===== config.mk =====
export PLATFORM = sky130hd
export DESIGN_NAME = cascaded_coincidence_window
export DESIGN_NICKNAME = d
export VERILOG_FILES = /design/src/rtl/core/ccw_pkg.sv /design/src/rtl/core/ccw_ram.sv /design/src/rtl/core/cascaded_coincidence_window.sv
export SDC_FILE = /design/constraint.sdc
export NUM_CORES = 2
export LEC_CHECK = 0
export BUFFER_PORTS_ARGS = -buffer_cell sky130_fd_sc_hd__buf_2
export CORE_MARGIN = 10
export CORE_UTILIZATION = 60
export CTS_CLUSTER_DIAMETER = 150
export DETAILED_ROUTE_END_ITERATION = 8
export GPL_ROUTABILITY_DRIVEN = 0
export PLACE_DENSITY = 0.76
export REMOVE_ABC_BUFFERS = 1
export SYNTH_ARGS = -nofsm -noshare
export SYNTH_HDL_FRONTEND = slang
export SYNTH_HIERARCHICAL = 1
export SYNTH_SLANG_ARGS = --single-unit

===== constraint.sdc =====
create_clock -name clk -period 8 [get_ports clk]
set_input_delay 0.4 -clock clk [delete_from_list [all_inputs] [get_ports clk]]
set_output_delay 0.4 -clock clk [all_outputs]
set_load 0.05 [all_outputs]

===== src/rtl/core/ccw_pkg.sv =====
// ----------------------------------------------------------------------------
// ccw_pkg
// Shared constants, codes and index helpers for the cascaded coincidence window.
// ----------------------------------------------------------------------------
package ccw_pkg;

  // ring geometry and timestamp width
  localparam int RingDepth = 32;
  localparam int TimeBits  = 48;
  localparam int IdxW      = $clog2(RingDepth);
  localparam int EntryW    = TimeBits + 1;

  // field widths fixed by the interface
  localparam int IdxOutW   = 5;
  localparam int WidthW    = 32;
  localparam int CutW      = 6;
  localparam int CfgIdxW   = 2;
  localparam int CfgDataW  = 32;

  // comparison widths
  localparam int DiffW     = (TimeBits > WidthW) ? TimeBits : WidthW;
  localparam int CmpW      = (IdxW > CutW) ? IdxW : CutW;

  // result budget per request
  localparam int MaxOut    = 64;
  localparam int ResCntW   = $clog2(MaxOut + 1);

  // reset values of the configuration registers
  localparam logic [WidthW-1:0] PresortWidthRst  = WidthW'(50);
  localparam logic [WidthW-1:0] SortWidthRst     = WidthW'(100);
  localparam logic [CutW-1:0]   PresortCutoffRst = CutW'(16);
  localparam logic [CutW-1:0]   CoincCutoffRst   = CutW'(16);

  typedef enum logic [1:0] {
    CmdEnter = 2'd0,
    CmdExit  = 2'd1,
    CmdClose = 2'd2,
    CmdSkip  = 2'd3
  } cmd_t;

  typedef enum logic [CfgIdxW-1:0] {
    RegPresortWidth  = 2'd0,
    RegSortWidth     = 2'd1,
    RegPresortCutoff = 2'd2,
    RegCoincCutoff   = 2'd3
  } cfg_reg_t;

  typedef enum logic [2:0] {
    StIdle,
    StPresortChk,
    StPresortDiff,
    StPresortDec,
    StSortChk,
    StSortDiff,
    StSortDec,
    StEnter
  } state_t;

  // ring index arithmetic
  function automatic logic [IdxW-1:0] next_idx(input logic [IdxW-1:0] i);
    return (i == IdxW'(RingDepth - 1)) ? '0 : i + 1'b1;
  endfunction

  function automatic logic [IdxW-1:0] prev_idx(input logic [IdxW-1:0] i);
    return (i == '0) ? IdxW'(RingDepth - 1) : i - 1'b1;
  endfunction

  function automatic logic [IdxW-1:0] occupancy(input logic [IdxW-1:0] from,
                                                input logic [IdxW-1:0] to);
    logic [IdxW:0] span;
    span = (to >= from) ? ({1'b0, to} - {1'b0, from})
                        : ({1'b0, to} + (IdxW+1)'(RingDepth) - {1'b0, from});
    return span[IdxW-1:0];
  endfunction

  function automatic logic [TimeBits-1:0] abs_diff(input logic [TimeBits-1:0] a,
                                                  input logic [TimeBits-1:0] b);
    return (a >= b) ? (a - b) : (b - a);
  endfunction

endpackage


===== src/rtl/core/ccw_ram.sv =====
// ----------------------------------------------------------------------------
// ccw_ram
// Generic single-write, single-read synchronous RAM with registered read data.
// ----------------------------------------------------------------------------
module ccw_ram #(
  parameter int Width = 8,
  parameter int Depth = 32,
  localparam int AddrW = $clog2(Depth)
) (
  input  logic             clk,
  input  logic             wr_en,
  input  logic [AddrW-1:0] wr_addr,
  input  logic [Width-1:0] wr_data,
  input  logic             rd_en,
  input  logic [AddrW-1:0] rd_addr,
  output logic [Width-1:0] rd_data
);

  logic [Width-1:0] mem [Depth];

  // write port
  always_ff @(posedge clk) begin
    if (wr_en) begin
      mem[wr_addr] <= wr_data;
    end
  end

  // registered read port, holds when idle
  always_ff @(posedge clk) begin
    if (rd_en) begin
      rd_data <= mem[rd_addr];
    end
  end

endmodule


===== src/rtl/core/cascaded_coincidence_window.sv =====
// ----------------------------------------------------------------------------
// cascaded_coincidence_window
// Two-stage sliding time-coincidence window over a ring of timestamped events.
// ----------------------------------------------------------------------------
// Each accepted event is stored in a 32-entry ring and then drives two window
// starts forward: the presort window and, for every entry leaving it, the
// coincidence window. One command is sent per window departure, followed by a
// presort enter command marked as last; an event sends at most 64 commands
// and the 64th is marked as last. All timestamps sit in a single RAM with one
// read port, and every comparison of a window start costs one RAM read and
// passes through an issue, a difference and a decision state. Output stalls
// hold the sequence only while a command waits to be taken. Configuration
// writes are always ready and must only be issued while no event is in flight.
module cascaded_coincidence_window
  import ccw_pkg::*;
(
  input  logic                clk,
  input  logic                rst,
  // event requests
  input  logic                in_valid,
  output logic                in_stall,
  input  logic [TimeBits-1:0] event_time,
  input  logic                chan_valid,
  // command results
  output logic                out_valid,
  input  logic                out_stall,
  output logic [1:0]          command_kind,
  output logic [IdxOutW-1:0]  start_index,
  output logic [IdxOutW-1:0]  end_index,
  output logic                last_result,
  // configuration writes
  input  logic                cfg_valid,
  output logic                cfg_ready,
  input  logic [CfgIdxW-1:0]  cfg_index,
  input  logic [CfgDataW-1:0] cfg_data
);

  state_t state, state_next;

  // configuration registers
  logic [WidthW-1:0] presort_width;
  logic [WidthW-1:0] sort_width;
  logic [CutW-1:0]   presort_cutoff;
  logic [CutW-1:0]   coinc_cutoff;

  // window pointers
  logic [IdxW-1:0] write_pointer;
  logic [IdxW-1:0] presort_start;
  logic [IdxW-1:0] sort_start;

  // working registers for the request in flight
  logic [TimeBits-1:0] new_time;
  logic [TimeBits-1:0] ins_time;
  logic [TimeBits-1:0] dt;
  logic                cur_valid;
  logic [ResCntW-1:0]  res_cnt;

  // ram interface
  logic                ram_wr_en;
  logic                ram_rd_en;
  logic [IdxW-1:0]     ram_rd_addr;
  logic [EntryW-1:0]   ram_rd_data;
  logic [TimeBits-1:0] rd_time;
  logic                rd_valid;

  // decision and emission
  logic                accept;
  logic                out_free;
  logic                res_full;
  logic                p_retire;
  logic                s_retire;
  logic                emit_req;
  logic                emit_go;
  logic                emit_fire;
  cmd_t                emit_kind;
  logic [IdxW-1:0]     emit_start;
  logic [IdxW-1:0]     emit_end;

  assign in_stall  = (state != StIdle);
  assign accept    = in_valid && !in_stall;
  assign cfg_ready = 1'b1;
  assign out_free  = !out_valid || !out_stall;
  assign res_full  = (res_cnt == ResCntW'(MaxOut));
  assign emit_go   = !emit_req || res_full || out_free;
  assign emit_fire = emit_req && !res_full && out_free;

  assign ram_wr_en = accept;
  assign rd_time   = ram_rd_data[TimeBits-1:0];
  assign rd_valid  = ram_rd_data[TimeBits];

  // retirement rules
  assign p_retire = (DiffW'(dt) >= DiffW'(presort_width)) ||
                    (CmpW'(occupancy(presort_start, write_pointer)) >= CmpW'(presort_cutoff));
  assign s_retire = (DiffW'(dt) >= DiffW'(sort_width)) ||
                    (CmpW'(occupancy(sort_start, presort_start)) > CmpW'(coinc_cutoff));

  ccw_ram #(
    .Width (EntryW),
    .Depth (RingDepth)
  ) u_ring (
    .clk     (clk),
    .wr_en   (ram_wr_en),
    .wr_addr (write_pointer),
    .wr_data ({chan_valid, event_time}),
    .rd_en   (ram_rd_en),
    .rd_addr (ram_rd_addr),
    .rd_data (ram_rd_data)
  );

  // next state
  always_comb begin
    state_next = state;
    unique case (state)
      StIdle: begin
        if (accept) state_next = StPresortChk;
      end
      StPresortChk: begin
        state_next = (presort_start == write_pointer) ? StEnter : StPresortDiff;
      end
      StPresortDiff: begin
        state_next = StPresortDec;
      end
      StPresortDec: begin
        if (!p_retire) state_next = StEnter;
        else if (emit_go) state_next = StSortChk;
      end
      StSortChk: begin
        state_next = (sort_start == presort_start) ? StPresortChk : StSortDiff;
      end
      StSortDiff: begin
        state_next = StSortDec;
      end
      StSortDec: begin
        if (!s_retire) state_next = StPresortChk;
        else if (emit_go) state_next = StSortChk;
      end
      StEnter: begin
        if (emit_go) state_next = StIdle;
      end
      default: state_next = StIdle;
    endcase
  end

  // outputs of the sequencer: ram reads and command requests
  always_comb begin
    ram_rd_en   = 1'b0;
    ram_rd_addr = presort_start;
    emit_req    = 1'b0;
    emit_kind   = CmdEnter;
    emit_start  = presort_start;
    emit_end    = write_pointer;
    unique case (state)
      StPresortChk: begin
        ram_rd_en   = (presort_start != write_pointer);
        ram_rd_addr = presort_start;
      end
      StSortChk: begin
        ram_rd_en   = (sort_start != presort_start);
        ram_rd_addr = sort_start;
      end
      StPresortDec: begin
        emit_req   = p_retire;
        emit_kind  = CmdExit;
        emit_start = presort_start;
        emit_end   = prev_idx(write_pointer);
      end
      StSortDec: begin
        emit_req   = s_retire;
        emit_kind  = cur_valid ? CmdClose : CmdSkip;
        emit_start = sort_start;
        emit_end   = prev_idx(presort_start);
      end
      StEnter: begin
        emit_req   = 1'b1;
        emit_kind  = CmdEnter;
        emit_start = presort_start;
        emit_end   = write_pointer;
      end
      default: begin
        ram_rd_en = 1'b0;
      end
    endcase
  end

  // state register
  always_ff @(posedge clk) begin
    if (rst) begin
      state <= StIdle;
    end else begin
      state <= state_next;
    end
  end

  // configuration registers
  always_ff @(posedge clk) begin
    if (rst) begin
      presort_width  <= PresortWidthRst;
      sort_width     <= SortWidthRst;
      presort_cutoff <= PresortCutoffRst;
      coinc_cutoff   <= CoincCutoffRst;
    end else if (cfg_valid && cfg_ready) begin
      unique case (cfg_reg_t'(cfg_index))
        RegPresortWidth:  presort_width  <= cfg_data[WidthW-1:0];
        RegSortWidth:     sort_width     <= cfg_data[WidthW-1:0];
        RegPresortCutoff: presort_cutoff <= cfg_data[CutW-1:0];
        RegCoincCutoff:   coinc_cutoff   <= cfg_data[CutW-1:0];
        default:          presort_width  <= presort_width;
      endcase
    end
  end

  // window pointers and result count
  always_ff @(posedge clk) begin
    if (rst) begin
      write_pointer <= '0;
      presort_start <= '0;
      sort_start    <= '0;
      res_cnt       <= '0;
    end else begin
      if (accept) begin
        res_cnt <= '0;
      end else if (emit_fire) begin
        res_cnt <= res_cnt + 1'b1;
      end
      // presort start moves on once its entry has settled in the sort window
      if ((state == StSortChk && sort_start == presort_start) ||
          (state == StSortDec && !s_retire)) begin
        presort_start <= next_idx(presort_start);
      end
      if (state == StSortDec && s_retire && emit_go) begin
        sort_start <= next_idx(sort_start);
      end
      if (state == StEnter && emit_go) begin
        write_pointer <= next_idx(write_pointer);
      end
    end
  end

  // datapath: new event time, inserted time and absolute differences
  always_ff @(posedge clk) begin
    if (accept) begin
      new_time <= event_time;
    end
    if (state == StPresortDiff) begin
      dt       <= abs_diff(new_time, rd_time);
      ins_time <= rd_time;
    end
    if (state == StSortDiff) begin
      dt        <= abs_diff(ins_time, rd_time);
      cur_valid <= rd_valid;
    end
  end

  // output register
  always_ff @(posedge clk) begin
    if (rst) begin
      out_valid <= 1'b0;
    end else if (emit_fire) begin
      out_valid <= 1'b1;
    end else if (!out_stall) begin
      out_valid <= 1'b0;
    end
  end

  always_ff @(posedge clk) begin
    if (emit_fire) begin
      command_kind <= emit_kind;
      start_index  <= IdxOutW'(emit_start);
      end_index    <= IdxOutW'(emit_end);
      last_result  <= (emit_kind == CmdEnter) || (res_cnt == ResCntW'(MaxOut - 1));
    end
  end

endmodule


# Word level (Yosys, flattened, before mapping)
# Memory sizes are Yosys's and may differ from the RTL's. A register that Yosys moved wholly into a read port is not among the register bits.
# Index checks and enable logic that the tools add are counted.
# classes
eq_ne	22
n_reduce_logical	34
muxes	30
add_sub_neg	16
order_cmp	8
# op_table
operator	count
48-bit 2-to-1 mux	4
48-bit subtractor	4
48-bit by 32-bit >= comparator with 1-bit output	2
48-bit >= comparator	2
5-bit 2-to-1 mux	9
5-bit by 1-bit adder with 5-bit output (second input constant)	5
3-bit case mux with 8 select lines	1
3-bit 2-to-1 mux	7
5-bit subtractor	4
5-bit == test (second input constant)	3
3-bit == test (second input constant)	4
5-bit == test	2
5-bit >= comparator	2
5-bit zero test	2
5-bit != test	2
5-bit case mux with 2 select lines	1
2-bit AND reduction	5
5-bit by 1-bit subtractor with 5-bit output (second input constant)	2
1-bit logical AND	8
7-bit by 1-bit adder with 7-bit output (second input constant)	1
7-bit by 6-bit == test with 1-bit output (second input constant)	1
7-bit == test (second input constant)	1
1-bit logical OR	7
3-bit by 2-bit == test with 1-bit output (second input constant)	2
17 further kinds	29
# totals
mem_bits_rw	1568
memories	1
in_bits	88
ff_bits	260
# mem_list
name	words	word_bits	read_ports	rd_clocked_by_memory_dff	write_ports	line_no	rtl
u_ring.mem	32	49	1	1	1	ccw_ram.sv:19	logic [Width-1:0] mem [Depth];

# Logic depth before layout (Yosys ltp)
# logic_depth
word_depth	12
mapped_depth	18
mapped_depth_nobuf	16

# By module
# The synthesis kept the hierarchy.
# by_module_without_submodules
module	cells_each	area_per_inst_um2	instances	seq_area_each_um2
ccw_ram	3434	62344.8	1	48556.6
cascaded_coincidence_window	2773	22798.1	1	6786.5

# Least setup slack after synthesis
# Ideal clock, no wire load.
# synth_timing
path_type	reg-to-reg
startpoint	register state[0]
endpoint	memory u_ring/mem[30][0] (netlist name), enable pin
arrival_time_ns	5.948
path_buffers	0
setup_slack_ns	1.596
path_stages_with_launch	6
setup_time_ns	0.456
period_less_slack_ns	6.404
cell_sequence	dfxtp_1 nor3_1 inv_1 nor2_1 nand3b_1 nor2_1
# synth_between
elab_chain_cells	5
# synth_rtl
item	line_no	rtl
start: declaration	cascaded_coincidence_window.sv:38	state_t state, state_next;
start signal: assignment	cascaded_coincidence_window.sv:188	state <= StIdle;
start signal: assignment	cascaded_coincidence_window.sv:190	state <= state_next;
3-bit nonzero test	cascaded_coincidence_window.sv:79	assign in_stall = (state != StIdle);
via in_stall	cascaded_coincidence_window.sv:21	output logic in_stall,
1-bit zero test	cascaded_coincidence_window.sv:80	assign accept = in_valid && !in_stall;
1-bit logical AND	cascaded_coincidence_window.sv:80	
via accept	cascaded_coincidence_window.sv:67	logic accept;
1-bit 2-to-1 mux	ccw_ram.sv:23	if (wr_en) begin
1-bit 2-to-1 mux (not written as such)	ccw_ram.sv:24	mem[wr_addr] <= wr_data;
end: declaration	ccw_ram.sv:19	
# The timed path passes the listed nets, and every way through them passes these cells.

# Final worst setup path
# layout_timing
startpoint	register u_ring.rd_data[9] (read register of u_ring.mem)
endpoint	register dt[45] (data pin)
# layout_between
elab_chain_cells	4
# layout_rtl
item	line_no	rtl
start: declaration	ccw_ram.sv:16	output logic [Width-1:0] rd_data
48-bit subtractor / 48-bit >= comparator (equally long branches)	ccw_pkg.sv:78	return (a >= b) ? (a - b) : (b - a);
48-bit 2-to-1 mux	ccw_pkg.sv:78	
48-bit 2-to-1 mux	cascaded_coincidence_window.sv:244	if (state == StPresortDiff) begin
48-bit 2-to-1 mux (*)	cascaded_coincidence_window.sv:248	if (state == StSortDiff) begin
end signal: assignment	cascaded_coincidence_window.sv:245	dt <= abs_diff(new_time, rd_time);
end signal: assignment	cascaded_coincidence_window.sv:249	dt <= abs_diff(ins_time, rd_time);
end: declaration	cascaded_coincidence_window.sv:54	logic [TimeBits-1:0] dt;
# Every way passes the cells marked *; elsewhere a longest branch is shown, timed or not. The select of a mux whose other input is x is not followed.
# A chain may end at the register's enable or synchronous reset.

==> results.sh <==
export IMPL_via_per_inst=6.59
export IMPL_coreArea_um2=141000
export IMPL_slew_headroom_pct=10.1
export IMPL_syn2layout_area_growth_pct=10.4
export IMPL_route_detailed_drc=0
export IMPL_dieArea_um2=157000
export IMPL_cp_end_kind="flop"
export IMPL_period_minus_slack_ps=5360
export IMPL_final_util_pct=66.5
export IMPL_rsz0062_at_grt="false"
export IMPL_ff2ff_path_depth=13
export IMPL_synth_area_um2=85100
export IMPL_period_share_pct=67.0
export IMPL_place_inst=7963
export IMPL_synth_async_reset_ratio_pct=0
export IMPL_cap_viol_max_count=0
export IMPL_cts_made_buffers=185
export IMPL_p_sw_share_pct=31.3
export IMPL_synthCells=6207
export IMPL_power_frac_comb_pct=26.1
export IMPL_cts_resized=0
export IMPL_finalClockSkew_ps=48.3
export IMPL_grt_max_degree=137
export IMPL_p_int_mw=19.0
export IMPL_cts_reportedPaths_clkPinSlew_ps=60
export IMPL_start_util_pct=60.3
export IMPL_worstPathArrival_ps=5920
export IMPL_die_height_um=397
export IMPL_min_path_cells=1
export IMPL_synth_warnings=6
export IMPL_drtAntennaViolNets=0
export IMPL_cp_required_ps=8570
export IMPL_die_w_um=397
export IMPL_status="finished clean"
export IMPL_critPathLaunchType="flop"
export IMPL_tightest_slew_ps=1350
export IMPL_pwr_share_seq_pct=42.2
export IMPL_finalHoldViolCount=0
export IMPL_drt_total_wl_um=236000
export IMPL_overflow=0
export IMPL_power_switching_mw=8.63
export IMPL_hpwl_um=140000
export IMPL_total_power_mw=27.6
export IMPL_clkPwrFrac_pct=31.7
export IMPL_portBuffers=102
export IMPL_antenna_found_initial=7
export IMPL_grtUsageTotal_pct=29.3
export IMPL_htreeDepth=4
export IMPL_maxSlewViolCount=0
export IMPL_cp_max_fo=20
export IMPL_insertion_delay_ps=860
export IMPL_drt_iter0_drc=7191
export IMPL_n_fill_cell=9773
export IMPL_ys_types=93
export IMPL_synth_top_flop_cell="edfxtp_1"
export IMPL_crit_type="flop to flop"
export IMPL_finalInstanceArea_um2=94000
export IMPL_finalSetupViolCount=0
export IMPL_nNetsFinal=6670
export IMPL_clock_path_buffers=3
export IMPL_worst_hold_path_type="primary input to flop"
export IMPL_rows=138
export IMPL_cts_root_buf="clkbuf_16"
export IMPL_ys_seq_area_share_pct=65.0
export IMPL_fin_cells=8333
export IMPL_vdd_drop_max_v=0.000249
export IMPL_fmax_ghz=0.187
export IMPL_place_area_um2=87500
export IMPL_io_pin_count=104
export IMPL_power_density_nw_per_um2=294
export IMPL_ys_seq_elements=1877
export IMPL_vias=54900
export IMPL_first_global_vias=52500
export IMPL_cts_tree="done"
export IMPL_syn_avg_cell_area_um2=13.7
export IMPL_routedWlPerCell_um=28.3
export IMPL_drive_gt1_share_pct=8.48
export IMPL_leakagePower_nw=31.5
export IMPL_dr_pass1_iters=8
export IMPL_clock_sinks=1877
export IMPL_grt_pass1_wl_um=345000
export IMPL_synth_edf_count=1775
-- worst max-delay path: stages (launching register included) --
cell and delay (ps):
edfxtp_1 460, ha_1 390, a21oi_1 280, o21ai_1 190, a221o_1 410, o21ai_1 350, nand3_1 850, buf_4 550
o31a_1 360, a311oi_2 470, o22ai_1 300, a31oi_1 230, xor2_1 150, mux2i_1 80
-- cells by family after synthesis --
| family | count (synthesis) | synth area share [%] |
|---|---|---|
| AO/OA/AOI/OAI | 1362 | 10.3 |
| XOR/XNOR | 96 | 0.988 |
| adder cells (fa/ha/maj) | 290 | 4.31 |
| buffers and inverters | 611 | 3.33 |
| flip-flops | 1877 | 65.0 |
| multiplexers | 843 | 9.92 |
| other | 1 | 0.00440 |
| AND/OR/NAND/NOR | 1127 | 6.18 |
-- registers in the layout (all words and copies together) (netlist names) --
name            cells
u_ring/mem       1568
u_ring/rd_data     49
dt                 48
ins_time           48
new_time           48
presort_width      32
sort_width         32
res_cnt             7
coinc_cutoff        6
presort_cutoff      6
end_index           5
presort_start       5
sort_start          5
start_index         5
write_pointer       5
state               3
command_kind        2
cur_valid           1
last_result         1
out_valid           1
-- final cells by class --
| cell class | instances | area (µm²) | area share (%) |
|---|---|---|---|
| clock inverters | 113 | 1330 | 1.41 |
| clock buffers | 224 | 4780 | 5.08 |
| multi-input cells | 3719 | 27300 | 29.1 |
| flip-flops and latches | 1877 | 55300 | 58.9 |
| inverters | 279 | 1050 | 1.11 |
| diodes | 1 | 2.50 | 0.00266 |
| repair buffers | 230 | 1790 | 1.90 |
| well taps | 1890 | 2360 | 2.52 |
-- metrics by stage --
| step | setup TNS, ps | hold slack, ps | setup slack [ps] |
|---|---|---|---|
| CTS | 0 | 3.18 | 2870 |
| detailed placement | 0 | 441 | 2890 |
| finish | 0 | 42.0 | 2640 |
| global route | 0 | 59.7 | 2460 |
| global placement | 0 | 431 | 2960 |
| floorplan | -3730570 | 400 | -76130 |
-- Yosys cell counts (11+ instances only) --
library cell,n,share of area [%]
a211oi_1,29,0.26
nand4_1,65,0.48
nand3b_1,13,0.11
a21oi_1,524,3.1
edfxtp_1,1775,63
nor3_1,80,0.47
a22oi_1,152,1.3
nor4_1,16,0.12
o21bai_1,56,0.49
and4_1,14,0.14
buf_4,55,0.48
nor2_1,203,0.89
o221ai_1,11,0.11
o21ai_1,12,0.071
o21a_1,24,0.21
buf_1,16,0.071
inv_1,279,1.2
o21ai_0,155,0.91
and3_1,14,0.10
nor2b_1,23,0.17
dfxtp_1,102,2.4
xnor2_1,63,0.65
nand2_1,434,1.9
a211o_1,14,0.14
mux2i_1,834,9.8
ha_1,284,4.2
o211ai_1,15,0.13
nand3_1,183,1.1
clkbuf_1,144,0.63
nand2b_1,26,0.19
xor2_1,33,0.34
a22o_1,100,1.0
a31oi_1,69,0.51
buf_2,87,0.51
o31ai_1,14,0.12
a21o_1,107,0.94
buf_6,30,0.40
-- routing by layer --
layer / track usage (%) / vias up / part of all wire, %
met4: 12.6 / 4 / 4.7
met1: 40.6 / 27200 / 39
li1: - / 23800 / -
met5: 0 / - / 0.010
met2: 44.8 / 3312 / 45
met3: 6.46 / 600 / 11
-- final timing paths --
path | from | slack [ps] | to
setup / recovery | u_ring/rd_data[9] | 2640 | dt[45]
hold / removal | chan_valid | 40 | u_ring/mem[4][48]
setup reg to reg | u_ring/rd_data[9] | 2640 | dt[45]
hold reg to reg | sort_width[7] | 450 | sort_width[7]
-- cell usage in the layout, fill, tap and decap left out, types with 77 or more instances in the layout --
master / instances
mux2i_1: 834
nor2_1: 168
inv_1: 278
a21o_1: 107
a22o_1: 100
clkbuf_16: 185
nand2_1: 433
buf_4: 77
ha_1: 284
nor3_1: 80
o21ai_0: 154
dfxtp_1: 102
edfxtp_1: 1775
a22oi_1: 152
buf_2: 102
nand3_1: 183
a21oi_1: 523
-- power groups by stage --
stage	Sequential [mW]	Clock, mW	Combinational, mW
3_5_place_dp	11.8	0	6.89
4_1_cts	11.6	8.82	6.96
2_1_floorplan	11.8	0	6.90
5_1_grt	11.7	9.24	7.63
3_3_place_gp	11.8	0	6.82
6_report	11.6	8.75	7.19
-- what timing repair did --
item                                   CTS  global route
setup buffers                            0             0
hold buffers                            32             0
endpoints found under the hold margin   76             0
Note: power is estimated with default switching activity, not from simulation.
